[config.mk]
export PLATFORM = sky130hd
export DESIGN_NAME = rv32ima_instruction_decoder_top
export DESIGN_NICKNAME = d
export VERILOG_FILES = /design/src/sv/rvid_pkg.sv /design/src/sv/rvid_match.sv /design/src/sv/rvid_operand.sv /design/src/sv/rv32ima_instruction_decoder_top.sv
export SDC_FILE = /design/constraint.sdc
export NUM_CORES = 1
export LEC_CHECK = 0
export BUFFER_PORTS_ARGS = -buffer_cell sky130_fd_sc_hd__buf_2
export CORE_UTILIZATION = 50
export DETAILED_ROUTE_END_ITERATION = 7
export PLACE_DENSITY = 0.73
export RECOVER_POWER = 25
export SKIP_LAST_GASP = 1
export SYNTH_ARGS = -nofsm -noshare
export SYNTH_HDL_FRONTEND = slang
export SYNTH_SLANG_ARGS = --single-unit
[constraint.sdc]
create_clock -name clk_i -period 9.4 [get_ports clk_i]
set_input_delay 0.94 -clock clk_i [delete_from_list [all_inputs] [get_ports clk_i]]
set_output_delay 0.94 -clock clk_i [all_outputs]
set_load 0.01 [all_outputs]
[src/sv/rvid_pkg.sv]
// Shared types, codes and the pattern table for the RV32IMA instruction decoder.
// No dependencies; every other file refers to this package by scoped names.

package rvid_pkg;

  localparam int unsigned EntryCount = 72;

  // Immediate layout of a table entry.
  typedef enum logic [2:0] {
    LAY_R,
    LAY_I,
    LAY_S,
    LAY_B,
    LAY_U,
    LAY_J
  } lay_e;

  // Operand format codes, as seen on the operand_format port.
  typedef enum logic [3:0] {
    FMT_NONE = 4'd0,
    FMT_RRR  = 4'd1,
    FMT_RRI  = 4'd2,
    FMT_RRS  = 4'd3,
    FMT_RR   = 4'd4,
    FMT_RI   = 4'd5,
    FMT_RT   = 4'd6,
    FMT_RRT  = 4'd7,
    FMT_RBI  = 4'd8,
    FMT_MO   = 4'd9,
    FMT_AMO2 = 4'd10,
    FMT_AMO3 = 4'd11,
    FMT_CSRR = 4'd12,
    FMT_CSRI = 4'd13
  } fmt_e;

  // Mnemonic indexes, as seen on the mnemonic port.
  typedef enum logic [6:0] {
    MN_ADD, MN_ADDI, MN_SUB, MN_LUI, MN_AUIPC, MN_XOR, MN_XORI, MN_OR, MN_ORI,
    MN_AND, MN_ANDI, MN_SLT, MN_SLTI, MN_SLTU, MN_SLTIU, MN_SLL, MN_SLLI,
    MN_SRL, MN_SRLI, MN_SRA, MN_SRAI, MN_BEQ, MN_BNE, MN_BLT, MN_BGE, MN_BLTU,
    MN_BGEU, MN_JAL, MN_JALR, MN_LB, MN_LH, MN_LW, MN_LBU, MN_LHU, MN_SB,
    MN_SH, MN_SW, MN_FENCE, MN_FENCE_I, MN_CSRRW, MN_CSRRS, MN_CSRRC,
    MN_CSRRWI, MN_CSRRSI, MN_CSRRCI, MN_MUL, MN_MULH, MN_MULHSU, MN_MULHU,
    MN_DIV, MN_DIVU, MN_REM, MN_REMU, MN_LR_W, MN_SC_W, MN_AMOSWAP_W,
    MN_AMOADD_W, MN_AMOXOR_W, MN_AMOAND_W, MN_AMOOR_W, MN_AMOMIN_W,
    MN_AMOMAX_W, MN_AMOMINU_W, MN_AMOMAXU_W, MN_ECALL, MN_EBREAK, MN_SRET,
    MN_MRET, MN_WFI, MN_SFENCE_VMA, MN_NOP, MN_UNIMP
  } mnem_e;

  // Major opcodes.
  localparam logic [6:0] OpReg    = 7'b0110011;
  localparam logic [6:0] OpImm    = 7'b0010011;
  localparam logic [6:0] OpLui    = 7'b0110111;
  localparam logic [6:0] OpAuipc  = 7'b0010111;
  localparam logic [6:0] OpBranch = 7'b1100011;
  localparam logic [6:0] OpJal    = 7'b1101111;
  localparam logic [6:0] OpJalr   = 7'b1100111;
  localparam logic [6:0] OpLoad   = 7'b0000011;
  localparam logic [6:0] OpStore  = 7'b0100011;
  localparam logic [6:0] OpSystem = 7'b1110011;
  localparam logic [6:0] OpAmo    = 7'b0101111;

  localparam logic [6:0] F7Base = 7'b0000000;
  localparam logic [6:0] F7Alt  = 7'b0100000;
  localparam logic [6:0] F7Mul  = 7'b0000001;

  // Decode result of the pattern match.
  typedef struct packed {
    mnem_e mnem;
    lay_e  lay;
    fmt_e  fmt;
  } decode_t;

  typedef struct packed {
    logic [31:0] pat_mask;
    logic [31:0] pat_bits;
    decode_t     dec;
  } entry_t;

  function automatic entry_t mk(mnem_e mn, logic [31:0] msk, logic [31:0] val,
                                lay_e lay, fmt_e fmt);
    entry_t e;
    e.pat_mask = msk;
    e.pat_bits = val;
    e.dec.mnem = mn;
    e.dec.lay  = lay;
    e.dec.fmt  = fmt;
    return e;
  endfunction

  function automatic entry_t r_ent(mnem_e mn, logic [6:0] f7, logic [2:0] f3,
                                   logic [6:0] op, fmt_e fmt);
    return mk(mn, 32'hFE00707F, {f7, 10'b0, f3, 5'b0, op}, LAY_R, fmt);
  endfunction

  function automatic entry_t i_ent(mnem_e mn, logic [2:0] f3, logic [6:0] op,
                                   lay_e lay, fmt_e fmt);
    return mk(mn, 32'h0000707F, {17'b0, f3, 5'b0, op}, lay, fmt);
  endfunction

  function automatic entry_t u_ent(mnem_e mn, logic [6:0] op, lay_e lay, fmt_e fmt);
    return mk(mn, 32'h0000007F, {25'b0, op}, lay, fmt);
  endfunction

  function automatic entry_t a_ent(mnem_e mn, logic [4:0] f5);
    return mk(mn, 32'hF800707F, {f5, 12'b0, 3'b010, 5'b0, OpAmo}, LAY_R, FMT_AMO3);
  endfunction

  // Patterns ranked by number of fixed bits, most specific first; within one
  // rank in mnemonic order. The first entry that hits wins; unimp hits always.
  localparam entry_t DecodeTable [EntryCount] = '{
    // fully or mostly fixed words
    mk(MN_FENCE_I,    32'hFFFFFFFF, 32'h0000100F, LAY_I, FMT_NONE),
    mk(MN_ECALL,      32'hFFFFFFFF, 32'h00000073, LAY_I, FMT_NONE),
    mk(MN_EBREAK,     32'hFFFFFFFF, 32'h00100073, LAY_I, FMT_NONE),
    mk(MN_SRET,       32'hFFFFFFFF, 32'h10200073, LAY_R, FMT_NONE),
    mk(MN_MRET,       32'hFFFFFFFF, 32'h30200073, LAY_R, FMT_NONE),
    mk(MN_WFI,        32'hFFFFFFFF, 32'h10500073, LAY_R, FMT_NONE),
    mk(MN_NOP,        32'hFFFFFFFF, 32'h00000013, LAY_I, FMT_NONE),
    mk(MN_FENCE,      32'hF00FFFFF, 32'h0000000F, LAY_I, FMT_MO),
    mk(MN_SFENCE_VMA, 32'hFE007FFF, 32'h12000073, LAY_R, FMT_RR),
    mk(MN_LR_W,       32'hF9F0707F, 32'h1000202F, LAY_R, FMT_AMO2),
    // register-register and shift-immediate
    r_ent(MN_ADD,    F7Base, 3'b000, OpReg, FMT_RRR),
    r_ent(MN_SUB,    F7Alt,  3'b000, OpReg, FMT_RRR),
    r_ent(MN_XOR,    F7Base, 3'b100, OpReg, FMT_RRR),
    r_ent(MN_OR,     F7Base, 3'b110, OpReg, FMT_RRR),
    r_ent(MN_AND,    F7Base, 3'b111, OpReg, FMT_RRR),
    r_ent(MN_SLT,    F7Base, 3'b010, OpReg, FMT_RRR),
    r_ent(MN_SLTU,   F7Base, 3'b011, OpReg, FMT_RRR),
    r_ent(MN_SLL,    F7Base, 3'b001, OpReg, FMT_RRR),
    r_ent(MN_SLLI,   F7Base, 3'b001, OpImm, FMT_RRS),
    r_ent(MN_SRL,    F7Base, 3'b101, OpReg, FMT_RRR),
    r_ent(MN_SRLI,   F7Base, 3'b101, OpImm, FMT_RRS),
    r_ent(MN_SRA,    F7Alt,  3'b101, OpReg, FMT_RRR),
    r_ent(MN_SRAI,   F7Alt,  3'b101, OpImm, FMT_RRS),
    r_ent(MN_MUL,    F7Mul,  3'b000, OpReg, FMT_RRR),
    r_ent(MN_MULH,   F7Mul,  3'b001, OpReg, FMT_RRR),
    r_ent(MN_MULHSU, F7Mul,  3'b010, OpReg, FMT_RRR),
    r_ent(MN_MULHU,  F7Mul,  3'b011, OpReg, FMT_RRR),
    r_ent(MN_DIV,    F7Mul,  3'b100, OpReg, FMT_RRR),
    r_ent(MN_DIVU,   F7Mul,  3'b101, OpReg, FMT_RRR),
    r_ent(MN_REM,    F7Mul,  3'b110, OpReg, FMT_RRR),
    r_ent(MN_REMU,   F7Mul,  3'b111, OpReg, FMT_RRR),
    // atomics
    a_ent(MN_SC_W,       5'b00011),
    a_ent(MN_AMOSWAP_W,  5'b00001),
    a_ent(MN_AMOADD_W,   5'b00000),
    a_ent(MN_AMOXOR_W,   5'b00100),
    a_ent(MN_AMOAND_W,   5'b01100),
    a_ent(MN_AMOOR_W,    5'b01000),
    a_ent(MN_AMOMIN_W,   5'b10000),
    a_ent(MN_AMOMAX_W,   5'b10100),
    a_ent(MN_AMOMINU_W,  5'b11000),
    a_ent(MN_AMOMAXU_W,  5'b11100),
    // funct3 + opcode
    i_ent(MN_ADDI,   3'b000, OpImm,    LAY_I, FMT_RRI),
    i_ent(MN_XORI,   3'b100, OpImm,    LAY_I, FMT_RRI),
    i_ent(MN_ORI,    3'b110, OpImm,    LAY_I, FMT_RRI),
    i_ent(MN_ANDI,   3'b111, OpImm,    LAY_I, FMT_RRI),
    i_ent(MN_SLTI,   3'b010, OpImm,    LAY_I, FMT_RRI),
    i_ent(MN_SLTIU,  3'b011, OpImm,    LAY_I, FMT_RRI),
    i_ent(MN_BEQ,    3'b000, OpBranch, LAY_B, FMT_RRT),
    i_ent(MN_BNE,    3'b001, OpBranch, LAY_B, FMT_RRT),
    i_ent(MN_BLT,    3'b100, OpBranch, LAY_B, FMT_RRT),
    i_ent(MN_BGE,    3'b101, OpBranch, LAY_B, FMT_RRT),
    i_ent(MN_BLTU,   3'b110, OpBranch, LAY_B, FMT_RRT),
    i_ent(MN_BGEU,   3'b111, OpBranch, LAY_B, FMT_RRT),
    i_ent(MN_JALR,   3'b000, OpJalr,   LAY_I, FMT_RBI),
    i_ent(MN_LB,     3'b000, OpLoad,   LAY_I, FMT_RBI),
    i_ent(MN_LH,     3'b001, OpLoad,   LAY_I, FMT_RBI),
    i_ent(MN_LW,     3'b010, OpLoad,   LAY_I, FMT_RBI),
    i_ent(MN_LBU,    3'b100, OpLoad,   LAY_I, FMT_RBI),
    i_ent(MN_LHU,    3'b101, OpLoad,   LAY_I, FMT_RBI),
    i_ent(MN_SB,     3'b000, OpStore,  LAY_S, FMT_RBI),
    i_ent(MN_SH,     3'b001, OpStore,  LAY_S, FMT_RBI),
    i_ent(MN_SW,     3'b010, OpStore,  LAY_S, FMT_RBI),
    i_ent(MN_CSRRW,  3'b001, OpSystem, LAY_I, FMT_CSRR),
    i_ent(MN_CSRRS,  3'b010, OpSystem, LAY_I, FMT_CSRR),
    i_ent(MN_CSRRC,  3'b011, OpSystem, LAY_I, FMT_CSRR),
    i_ent(MN_CSRRWI, 3'b101, OpSystem, LAY_I, FMT_CSRI),
    i_ent(MN_CSRRSI, 3'b110, OpSystem, LAY_I, FMT_CSRI),
    i_ent(MN_CSRRCI, 3'b111, OpSystem, LAY_I, FMT_CSRI),
    // opcode only
    u_ent(MN_LUI,    OpLui,   LAY_U, FMT_RI),
    u_ent(MN_AUIPC,  OpAuipc, LAY_U, FMT_RI),
    u_ent(MN_JAL,    OpJal,   LAY_J, FMT_RT),
    // catch-all
    mk(MN_UNIMP, 32'h00000000, 32'h00000000, LAY_R, FMT_NONE)
  };

endpackage

[src/sv/rvid_match.sv]
// Pattern matcher: compares the instruction word against every table entry
// and keeps the most specific hit. Uses rvid_pkg.

module rvid_match (
  input  logic [31:0]     inst_i,
  output rvid_pkg::decode_t dec_o
);

  logic [rvid_pkg::EntryCount-1:0] hit;

  always_comb begin
    for (int r = 0; r < rvid_pkg::EntryCount; r++) begin
      hit[r] = (inst_i & rvid_pkg::DecodeTable[r].pat_mask)
               == rvid_pkg::DecodeTable[r].pat_bits;
    end
  end

  // Table is ranked, so the lowest hit index wins; the last entry always hits.
  always_comb begin
    dec_o = rvid_pkg::DecodeTable[rvid_pkg::EntryCount-1].dec;
    for (int r = rvid_pkg::EntryCount - 2; r >= 0; r--) begin
      if (hit[r]) begin
        dec_o = rvid_pkg::DecodeTable[r].dec;
      end
    end
  end

endmodule

[src/sv/rvid_operand.sv]
// Operand extraction: immediate by layout, branch and jump target, atomic
// ordering flags. Uses rvid_pkg.

module rvid_operand (
  input  logic [31:0]       inst_i,
  input  logic [31:0]       pc_i,
  input  rvid_pkg::decode_t dec_i,
  output logic [20:0]       imm_o,
  output logic [31:0]       target_o,
  output logic              aq_o,
  output logic              rl_o
);

  always_comb begin
    case (dec_i.lay)
      rvid_pkg::LAY_I: imm_o = {9'b0, inst_i[31:20]};
      rvid_pkg::LAY_S: imm_o = {9'b0, inst_i[31:25], inst_i[11:7]};
      rvid_pkg::LAY_B: imm_o = {8'b0, inst_i[31], inst_i[7], inst_i[30:25],
                                inst_i[11:8], 1'b0};
      rvid_pkg::LAY_U: imm_o = {1'b0, inst_i[31:12]};
      rvid_pkg::LAY_J: imm_o = {inst_i[31], inst_i[19:12], inst_i[20],
                                inst_i[30:21], 1'b0};
      default:         imm_o = '0;
    endcase
  end

  always_comb begin
    case (dec_i.fmt)
      rvid_pkg::FMT_RT:  target_o = pc_i + {{11{imm_o[20]}}, imm_o};
      rvid_pkg::FMT_RRT: target_o = pc_i + {{19{imm_o[12]}}, imm_o[12:0]};
      default:           target_o = '0;
    endcase
  end

  // aq and rl only mean something for atomics
  always_comb begin
    aq_o = 1'b0;
    rl_o = 1'b0;
    if (dec_i.fmt inside {rvid_pkg::FMT_AMO2, rvid_pkg::FMT_AMO3}) begin
      aq_o = inst_i[26];
      rl_o = inst_i[25];
    end
  end

endmodule

[src/sv/rv32ima_instruction_decoder_top.sv]
// Top level of the RV32IMA instruction decoder: input register, decode logic
// and result register. Uses rvid_pkg, rvid_match and rvid_operand.
//
//   channel | valid       | stall        | payload
//   --------+-------------+--------------+-------------------------------------
//   in      | in_valid_i  | in_stall_o   | instruction_i, pc_i
//   out     | out_valid_o | out_stall_i  | mnemonic_o .. release_res_o
//
// One item per cycle unless stalled; items pass input, then result register.
// The path between the two registers is the pattern match and one 32-bit add.
// Reset clears both valid flags; payload registers keep whatever they hold.
// A stall on the output holds a full result register and, once the input
// register is also full, raises in_stall_o in the same cycle.

module rv32ima_instruction_decoder_top (
  input  logic        clk_i,
  input  logic        rst_ni,
  input  logic        in_valid_i,
  output logic        in_stall_o,
  input  logic [31:0] instruction_i,
  input  logic [31:0] pc_i,
  output logic        out_valid_o,
  input  logic        out_stall_i,
  output logic [6:0]  mnemonic_o,
  output logic [3:0]  operand_format_o,
  output logic [4:0]  dest_reg_o,
  output logic [4:0]  src1_reg_o,
  output logic [4:0]  src2_reg_o,
  output logic [20:0] immediate_o,
  output logic [31:0] target_address_o,
  output logic        acquire_o,
  output logic        release_res_o
);

  typedef struct packed {
    logic [6:0]  mnem;
    logic [3:0]  fmt;
    logic [4:0]  rd;
    logic [4:0]  rs1;
    logic [4:0]  rs2;
    logic [20:0] imm;
    logic [31:0] target;
    logic        aq;
    logic        rl;
  } result_t;

  logic        in_vld_q;
  logic [31:0] inst_q;
  logic [31:0] pc_q;
  logic        out_vld_q;
  result_t     res_q;
  result_t     res_d;

  rvid_pkg::decode_t dec;
  logic [20:0]       imm;
  logic [31:0]       target;
  logic              aq;
  logic              rl;
  logic              out_load;
  logic              in_load;

  // result register takes a new item whenever it is empty or being drained
  assign out_load   = !out_vld_q || !out_stall_i;
  assign in_stall_o = in_vld_q && !out_load;
  assign in_load    = !in_stall_o;

  always_ff @(posedge clk_i or negedge rst_ni) begin
    if (!rst_ni) begin
      in_vld_q  <= 1'b0;
      out_vld_q <= 1'b0;
    end else begin
      if (in_load) begin
        in_vld_q <= in_valid_i;
      end
      if (out_load) begin
        out_vld_q <= in_vld_q;
      end
    end
  end

  always_ff @(posedge clk_i) begin
    if (in_load && in_valid_i) begin
      inst_q <= instruction_i;
      pc_q   <= pc_i;
    end
    if (out_load && in_vld_q) begin
      res_q <= res_d;
    end
  end

  rvid_match u_match (
    .inst_i (inst_q),
    .dec_o  (dec)
  );

  rvid_operand u_operand (
    .inst_i   (inst_q),
    .pc_i     (pc_q),
    .dec_i    (dec),
    .imm_o    (imm),
    .target_o (target),
    .aq_o     (aq),
    .rl_o     (rl)
  );

  always_comb begin
    res_d.mnem   = dec.mnem;
    res_d.fmt    = dec.fmt;
    res_d.rd     = inst_q[11:7];
    res_d.rs1    = inst_q[19:15];
    res_d.rs2    = inst_q[24:20];
    res_d.imm    = imm;
    res_d.target = target;
    res_d.aq     = aq;
    res_d.rl     = rl;
  end

  assign out_valid_o      = out_vld_q;
  assign mnemonic_o       = res_q.mnem;
  assign operand_format_o = res_q.fmt;
  assign dest_reg_o       = res_q.rd;
  assign src1_reg_o       = res_q.rs1;
  assign src2_reg_o       = res_q.rs2;
  assign immediate_o      = res_q.imm;
  assign target_address_o = res_q.target;
  assign acquire_o        = res_q.aq;
  assign release_res_o    = res_q.rl;

endmodule

==> results of run 1 <==
[kinds of logic (layout without fill, tap and decap cells)]
logic type | count (synthesis) | in the layout
compound gates | 174 | 174
other cells | 0 | 2
fa+ha+maj | 32 | 32
flops | 147 | 147
buf+inv | 42 | 204
xor+xnor | 25 | 25
simple gates | 261 | 261
[placed cells by master, fill, tap and decap left out, drive strengths merged, types with 4 or more instances in the layout]
cell	n
nor4	17
clkinv	6
nor3b	4
a21oi	36
a21o	16
a222oi	5
xor2	15
o211ai	4
and2	6
and3	8
or3	7
clkbuf	29
or4	4
inv	16
o21bai	4
nand3	17
buf	151
a211oi	7
o21ai	31
o21a	16
nand2	50
ha	31
a211o	4
nand2b	14
nor2b	8
a22o	12
nand4	12
a31oi	10
xnor2	10
nor2	75
o22ai	4
nor3	24
or2	4
edfxtp	145
[worst max-delay path: stages (launching register included)]
cell	delay (ps)
edfxtp_1	450
nand4bb_1	530
nor2_1	340
nand3_1	240
or2_2	380
nor3_1	290
nor3_1	160
a21oi_4	260
a222oi_1	120
inv_1	140
ha_1	260
a211o_1	310
a2111oi_2	420
o211ai_1	210
a221o_1	410
a21bo_1	240
nor3b_1	170
nor4_1	410
or3_1	190
a21oi_1	50
[report_power, final]
part | switching, mW | leakage [nW] | total (mW) | internal, mW
Combinational | 0.0989 | 2.06 | 0.156 | 0.0575
Sequential | 0.0268 | 1.44 | 0.799 | 0.772
Clock | 0.254 | 0.254 | 0.614 | 0.360
[stage by stage]
step	hold slack, ps	utilization (%)	worst slack [ps]	power [mW]	area [sq um]
floorplan	443	-	1930	0.902	7740
global placement	469	57.5	3860	0.964	8700
detailed placement	476	57.5	3670	0.967	8700
CTS	282	60.9	3640	1.58	9230
global route	296	60.8	3200	1.62	9210
finish	300	60.8	3540	1.57	9210
[registers in the layout (all words and copies together) (netlist names), 4 cells and up]
signal            flops
inst_q               32
pc_q                 32
target_address_o     32
immediate_o          21
mnemonic_o            7
dest_reg_o            5
src1_reg_o            5
src2_reg_o            5
operand_format_o      4
[routing by layer]
| layer | up-vias | share of wire [%] |
|---|---|---|
| li1 | 2935 | - |
| met1 | 3033 | 43 |
| met2 | 367 | 47 |
| met3 | 43 | 8.2 |
| met4 | 0 | 2.3 |
| met5 | - | 0 |
[worst max path at each step]
stage	slack, ps	endpoint	cells past startpoint	from
2_1_floorplan	1930	acquire_o	1	out_stall_i
6_report	3540	target_address_o[31]	19	inst_q[3]
5_1_grt	3200	target_address_o[31]	19	inst_q[3]
3_3_place_gp	3860	target_address_o[27]	18	inst_q[3]
3_5_place_dp	3670	target_address_o[31]	19	inst_q[3]
4_1_cts	3640	target_address_o[31]	19	inst_q[3]
[area by class of cell]
type | instances | share of cell area (%)
Clock inverter | 10 | 0.923
Inverter | 14 | 0.570
Timing Repair Buffer | 159 | 8.77
Antenna cell | 2 | 0.0543
Tap cell | 188 | 2.55
Clock buffer | 21 | 4.78
Multi-Input combinational cell | 492 | 34.5
Sequential cell | 147 | 47.8
==> results.json, run 1 <==
{
  "criticalPathCategory": "register to register",
  "cap_viol_max_count": 1,
  "drc": 0,
  "clk_path_buf_depth": 2,
  "maxSlewViolCount": 21,
  "critPathCaptureType": "register",
  "grt_overflow": 0,
  "syn_area_sq_mm": 0.00774,
  "finalCriticalPeriod_ps": 5860,
  "fill_cells": 1210,
  "fin_skew_ps": 8.13,
  "post_cts_resized": 0,
  "synth_top_area_share_pct": 56.2,
  "antenna_found_initial": 2,
  "die_area_sq_mm": 0.0160,
  "rr_worst_depth": 19,
  "place.gp.congestion": 0.914,
  "ys_top_cells_by_count": "edfxtp_1 (145), nor2_1 (75), nand2_1 (50)",
  "syn_nets": 781,
  "dp_hpwl_microns": 15600,
  "core_area_sq_mm": 0.0151,
  "ant_nets": 0,
  "die_y_microns": 126,
  "synth_ff_type": "edfxtp_1",
  "grt_pass1_wl_microns": 32700,
  "fmax_mhz": 171,
  "synth_top_family_by_area": "simple AND/OR/NAND/NOR gates",
  "synth.most_common_cell": "edfxtp_1",
  "rsz0062_at_grt": "false",
  "irDropWorstVdd_v": 0.000134,
  "gr-usage-met2_pct": 43.4,
  "top_usage_layer": "met2",
  "p_per_area_mw_per_mm2": 170,
  "via_per_inst": 6.17,
  "path_clk_slew_ps": 60,
  "insertion_delay_ps": 420,
  "drtPass1Iterations": 6,
  "final_nets": 931,
  "cts_made_buffers": 17,
  "r2r-end": "target_address_o[31]",
  "tightest_slew_ps": 3130,
  "setup_viol": 0,
  "initial_utilization_pct": 51.1,
  "synth.avg_cell_area_sq_um": 11.4,
  "die_w_microns": 126,
  "dr.first_iter.drc_count": 640,
  "reg2reg_slack_ps": 3540,
  "critPathMaxFanout": 11,
  "grt_use_met1_pct": 36.5,
  "crit-reg2reg-launch": "inst_q[3]",
  "port_buffers": 150,
  "cp-start-kind": "register",
  "drt-wirelength-per-cell_microns": 20.9,
  "relSlewSlack_pct": -110,
  "cts_tree": "done",
  "multi_input_area_sq_mm": 0.00318,
  "required_ps": 9550,
  "synth_top_cell_by_area": "edfxtp_1",
  "ff_latch_area_sq_mm": 0.00440,
  "hold_buffers": 0,
  "synth-adder-area-share_pct": 5.27,
  "synthXorXnorAreaFrac_pct": 2.83,
  "cp.arrival_ps": 6010,
  "rows": 45,
  "synthCells": 681,
  "htree_levels": 4,
  "io_pins": 151,
  "grt_use_met3_pct": 5.61,
  "synth_cell_types": 68,
  "synth-seq-area-share_pct": 56.9,
  "first_global_vias": 6140,
  "final_hold_viol_count": 0,
  "ys_async_sr_fraction_pct": 1.36,
  "final_layout_size_suffix_gt1_share_pct": 22.3,
  "ys_warn_count": 0,
  "cts-root-buf": "clkbuf_16",
  "wl_microns": 21600,
  "synth_edf_count": 145,
  "cts.sinks": 147,
  "track_usage_pct": 27.2,
  "synthTopCellsByArea": "edfxtp_1 (56%), ha_1 (5.0%), nor2_1 (3.6%)",
  "syn2layout_area_growth_pct": 19.0,
  "route.vias.total": 6378,
  "ys_ff_latch": 147,
  "muxShareOfSynthArea_pct": 0,
  "synth_compound_area_share_pct": 15.6,
  "holdCritPathClass": "primary input to async pin",
  "numPlacedInstances": 1000,
  "grt_max_degree": 65,
  "violations": "capacitance limit, slew limit",
  "fin_tns_setup_ps": 0,
  "synth_simple_gate_area_share_pct": 17.2,
  "cts_setup_buffers": 0,
  "final_cells": 1033,
  "finalCritPeriodShare_pct": 62.3,
  "run_status": "finished, violations left",
  "p_leak_nw": 3.75
}
(Power assumes the default switching activity.)
==> inputs of run 2 (changes only) <==
- clock period: 9.4 -> 6.1 ns (I/O delays scaled with it)
==> results.json, run 2 (same netlist as run 1, synthesis figures left out) <==
{
  "port_buffers": 150,
  "insertion_delay_ps": 430,
  "power.switching_mw": 0.588,
  "cts_tree": "done",
  "cpPeakStageDelay_ps": 520,
  "clk_path_buf_depth": 2,
  "rr_worst_depth": 19,
  "tightest_slew_ps": 1050,
  "htree_levels": 4,
  "die_w_microns": 126,
  "criticalPathCategory": "register to register",
  "ant_nets": 0,
  "grt_max_degree": 65,
  "cp.arrival_ps": 5910,
  "cts-root-buf": "clkbuf_16",
  "die_area_sq_mm": 0.0160,
  "critPathMaxFanout": 10,
  "cts_made_buffers": 17,
  "cap_viol_max_count": 0,
  "fin_ws_ps": 362,
  "grt_pass1_wl_microns": 34000,
  "finalCritPeriodShare_pct": 94.1,
  "run_status": "completed",
  "relSlewSlack_pct": 29.9,
  "setup_viol": 0,
  "pre_cts_ws_ps": 429,
  "via_per_inst": 6.16,
  "first_global_vias": 6403,
  "p_per_area_mw_per_mm2": 264,
  "critPathCaptureType": "register",
  "final_nets": 943,
  "rsz0062_at_grt": "false",
  "p_int_mw": 1.88,
  "antenna_found_initial": 2,
  "dp_hpwl_microns": 16000,
  "track_usage_pct": 28.3,
  "holdCritPathClass": "primary input to register",
  "p_leak_nw": 3.80,
  "worstPathCellList": "or3_4 > or4_1 > or2_1 > nor4_4 > and4_4 > nor3_1 > a21oi_4 > a222oi_1 > inv_1 > ha_1 > a211o_1 > a2111oi_4 > o211ai_1 > a221o_1 > a21bo_1 > nor3b_1 > nor4_1 > or3_1 > a21oi_1",
  "swShare_pct": 23.8,
  "required_ps": 6270,
  "drc": 0,
  "syn2layout_area_growth_pct": 20.7,
  "layout_commonest_cell": "edfxtp_1",
  "power_frac_comb_pct": 10.1,
  "maxSlewViolCount": 0,
  "fmax_mhz": 174,
  "grt_overflow": 0,
  "final_layout_size_suffix_gt1_share_pct": 22.2,
  "clock_power_share_pct": 40.1,
  "cp-start-kind": "register",
  "fin_tns_setup_ps": 0,
  "drtPass1Iterations": 6,
  "core_area_sq_mm": 0.0151,
  "min_path_cells": 1,
  "multi_input_area_sq_mm": 0.00320,
  "dr.first_iter.drc_count": 588,
  "finalCriticalPeriod_ps": 5740,
  "final_cell_mix": "edfxtp_1 (145), buf_2 (133), nor2_1 (74)",
  "critPathSlowestCell": "edfxtp_1",
  "path_clk_slew_ps": 60,
  "final_hold_viol_count": 0,
  "power_frac_seq_pct": 49.8,
  "irDropWorstVdd_v": 0.000193,
  "wl_microns": 21900,
  "cts.sinks": 147,
  "rows": 45,
  "fin_skew_ps": 15.7,
  "io_pins": 151,
  "place.gp.congestion": 0.957,
  "fill_cells": 1198,
  "route.vias.total": 6447,
  "drt-wirelength-per-cell_microns": 21.0,
  "ff_latch_area_sq_mm": 0.00440,
  "initial_utilization_pct": 51.1,
  "die_y_microns": 126
}
[run 2: worst paths after layout]
check / endpoint / slack, ps / startpoint
hold / removal: inst_q[0] / 350 / instruction_i[0]
min in group asynchronous: out_valid_o / 500 / rst_ni
setup reg to reg: target_address_o[31] / 360 / inst_q[27]
hold reg to reg: out_valid_o / 490 / in_vld_q
max in group asynchronous: in_vld_q / 5460 / rst_ni
setup / recovery: target_address_o[31] / 360 / inst_q[27]
[run 2: repair_timing]
action / in CTS / in global routing
buffers inserted: 0 / 0
resized for setup: 0 / 1
hold endpoints to repair: 2 / 0
endpoints found under the setup margin: 0 / 3
hold buffers: 1 / 0
[run 2: stage by stage]
step                power, mW  util, %  area [sq um]  std cells  hold slack [ps]
global route             2.55     61.7          9340       1046              331
global placement         1.49     58.0          8780       1011              395
CTS                      2.48     61.7          9340       1044              337
floorplan                1.39        -          7740        681              314
finish                   2.47     61.7          9340       1046              350
detailed placement       1.49     58.0          8780       1011              399
[run 2: per-layer routing]
metal  GRT usage (%)  up-vias  share of wire, %
met2            44.7      352                47
li1                -     2954                 -
met3            5.95       45               7.4
met5               0        -                 0
met4            11.2        0               2.7
met1            38.3     3096                43
[run 2: power by group through the flow]
stage | Clock, mW | Sequential, mW | Combinational [mW]
2_1_floorplan | 0 | 1.26 | 0.129
3_3_place_gp | 0 | 1.25 | 0.242
3_5_place_dp | 0 | 1.25 | 0.245
4_1_cts | 1.00 | 1.23 | 0.248
5_1_grt | 1.04 | 1.24 | 0.270
6_report | 0.989 | 1.23 | 0.249
[run 2: layout make-up]
class / count / share of cell area [%]
multi-input cells: 492 / 34.3
flip-flops and latches: 147 / 47.2
clock inverters: 10 / 1.17
repair buffers: 171 / 9.52
well taps: 188 / 2.52
clock buffers: 22 / 4.76
inverters: 14 / 0.563
diodes: 2 / 0.0536
[run 2: worst max-delay path: cells and delay by family, from the launching register on]
family / cells / cell delay, ps
AND/OR/NAND/NOR: 9 / 2490
AO/OA/AOI/OAI: 8 / 2030
flip-flops: 1 / 520
adder cells (fa/ha/maj): 1 / 260
buffers and inverters: 1 / 150
==> inputs of run 3 (changes only) <==
- CORE_ASPECT_RATIO: default -> 1.5
- PLACE_DENSITY: 0.73 -> 0.72
- SYNTH_HIERARCHICAL: default -> 1
==> results.json, run 3 <==
{
  "run_status": "finished, violations left",
  "violations": "DRC",
  "via_per_inst": 6.23,
  "cts.sinks": 147,
  "critPathMaxFanout": 24,
  "route.vias.total": 7505,
  "irDropWorstVdd_v": 0.000232,
  "wl_microns": 28000,
  "fin_skew_ps": 9.48,
  "setup_viol": 0,
  "cap_viol_max_count": 0,
  "htree_levels": 4,
  "synth_ff_type": "edfxtp_1",
  "syn_area_sq_mm": 0.00890,
  "multi_input_area_sq_mm": 0.00417,
  "initial_utilization_pct": 51.1,
  "drc": 12,
  "finalCritPeriodShare_pct": 95.8,
  "place.gp.congestion": 0.976,
  "grt_overflow": 0,
  "cts_made_buffers": 17,
  "port_buffers": 150,
  "finalCriticalPeriod_ps": 5840,
  "drtPass1Iterations": 7,
  "final_cells": 1204,
  "holdCritPathClass": "primary input to register",
  "die_w_microns": 111,
  "critPathSlowestCell": "nor4b_1",
  "synth_top_area_share_pct": 48.9,
  "required_ps": 6270,
  "track_usage_pct": 31.0,
  "grt_max_degree": 82,
  "cpPeakStageDelay_ps": 570,
  "hold_ws_ps": 349,
  "synth.avg_cell_area_sq_um": 11.1,
  "rows": 59,
  "critPathCaptureType": "register",
  "drt-wirelength-per-cell_microns": 23.2,
  "synth_edf_count": 145,
  "ys_top_cells_by_count": "edfxtp_1 (145), nor2_1 (67), nand2_1 (56)",
  "cts-root-buf": "clkbuf_16",
  "syn2layout_area_growth_pct": 19.5,
  "synth.most_common_cell": "edfxtp_1",
  "ys_async_sr_fraction_pct": 1.36,
  "relSlewSlack_pct": 25.4,
  "final_layout_size_suffix_gt1_share_pct": 26.9,
  "first_global_vias": 7553,
  "ys_ff_latch": 147,
  "cts_tree": "done",
  "cp.arrival_ps": 6010,
  "insertion_delay_ps": 430,
  "fin_tns_setup_ps": 0,
  "final_nets": 1080,
  "path_clk_slew_ps": 70,
  "cp.buffers_inverters": 3,
  "antenna_found_initial": 0,
  "maxSlewViolCount": 0,
  "p_per_area_mw_per_mm2": 244,
  "dp_hpwl_microns": 21400,
  "synthCells": 801,
  "io_pins": 151,
  "ys_warn_count": 6,
  "ff_latch_area_sq_mm": 0.00440,
  "dr.first_iter.drc_count": 509,
  "syn_nets": 903,
  "grt_pass1_wl_microns": 41900,
  "synthTopCellsByArea": "edfxtp_1 (49%), ha_1 (4.6%), nor2_1 (2.8%)",
  "synth_top_cell_by_area": "edfxtp_1",
  "rsz0062_at_grt": "false",
  "die_y_microns": 165,
  "p_leak_nw": 4.27,
  "tightest_slew_ps": 1120,
  "placed_area_sq_mm": 0.0100,
  "worstPathCellList": "buf_12 > nor4b_1 > nand4_1 > nor2_1 > nor2_1 > nor4b_1 > nor3_2 > nand4b_1 > and4_1 > a31oi_1 > inv_1 > ha_1 > a21oi_1 > o21bai_1 > nor3_1 > buf_4 > o311ai_0 > and3b_1 > nor3_1 > nor3b_1",
  "crit_family": "simple AND/OR/NAND/NOR gates",
  "ant_nets": 0,
  "core_area_sq_mm": 0.0174,
  "final_cell_mix": "edfxtp_1 (145), buf_2 (133), nor2_1 (67)",
  "criticalPathCategory": "register to register",
  "fill_cells": 1462,
  "die_area_sq_mm": 0.0184,
  "numPlacedInstances": 1169,
  "fmax_mhz": 171,
  "synth-seq-area-share_pct": 49.5,
  "final_hold_viol_count": 0,
  "layout_commonest_cell": "edfxtp_1",
  "cp-start-kind": "register",
  "reg2reg_slack_ps": 260,
  "clk_path_buf_depth": 2,
  "fin_area_sq_mm": 0.0106,
  "insertedDiodeCount": 0,
  "synth_cell_types": 100
}
-- run 3: changes by cell type in the layout (fill, tap and decap cells not counted), moves of 8 or more --
cell / previous run / this run
buf_4: 20 / 49
o21a_1: 16 / 3
a22o_1: 12 / 0
a21oi_1: 35 / 46
mux2i_1: 0 / 10
nor4_1: 16 / 7
o21ai_0: 20 / 29
o21ai_1: 11 / 2
a22oi_1: 2 / 10
nand2b_1: 14 / 6
-- run 3: routing by layer --
metal	part of all wire, %	wire, microns	GRT usage [%]	vias up
li1	-	-	-	3456
met1	35	9690	31.2	3627
met2	54	15200	58.5	316
met3	4.2	1190	3.94	106
met4	6.8	1920	23.5	0
met5	0	0	0	-
-- run 3: cell families after synthesis --
kind of cell             Yosys count  share of synthesized area [%]
adder cells (fa/ha/maj)           34                           4.86
AND/OR/NAND/NOR                  315                           20.8
buffers and inverters             63                           4.12
multiplexers                      11                           1.25
AO/OA/AOI/OAI                    202                           16.7
XOR/XNOR                          29                           2.85
flip-flops                       147                           49.5
-- run 3: worst reg2reg max path, cell delays in order, from the launching register on --
cell	delay [ps]
edfxtp_1	560
buf_12	250
nor4b_1	580
nand4_1	270
nor2_1	310
nor2_1	160
nor4b_1	180
nor3_2	370
nand4b_1	270
and4_1	280
a31oi_1	280
inv_1	180
ha_1	430
a21oi_1	180
o21bai_1	120
nor3_1	320
buf_4	180
o311ai_0	210
and3b_1	250
nor3_1	150
nor3b_1	70
-- run 3: report_power, final --
group	switching (mW)	internal, mW	total, mW
logic	0.193	0.114	0.307
clock network	0.443	0.613	1.06
registers	0.0486	1.19	1.24
total	0.684	1.92	2.60
-- run 3: per-stage QoR --
step / total power, mW / setup WS [ps] / utilization [%]
6_report: 2.60 / 257 / 61.1
3_5_place_dp: 1.56 / 219 / 57.5
4_1_cts: 2.61 / 168 / 61.0
5_1_grt: 2.68 / 59.5 / 61.1
2_1_floorplan: 1.43 / 1080 / -
3_3_place_gp: 1.56 / 257 / 57.5
-- run 3: worst paths after layout --
| kind | start | to | cells after the start |
|---|---|---|---|
| setup reg to reg | inst_q[12] | target_address_o[27] | 20 |
| setup / recovery | inst_q[12] | target_address_o[27] | 20 |
| max in group asynchronous | rst_ni | out_valid_o | 2 |
| hold reg to reg | in_vld_q | out_valid_o | 1 |
| hold / removal | pc_i[31] | pc_q[31] | 1 |
| min in group asynchronous | rst_ni | in_vld_q | 2 |
-- run 3: layout make-up --
cell class,instances,share of cell area (%)
clock buffers,17,4.00
clock inverters,15,1.60
inverters,19,0.670
multi-input cells,591,39.2
flip-flops and latches,147,41.4
well taps,213,2.50
repair buffers,202,10.6
-- run 3: timing repair --
item                       4_1_cts  5_1_grt
buffers inserted                 0        2
hold buffers                     1        0
setup endpoints to repair        0        6
resized for setup                0        3
hold endpoints to repair         2        0
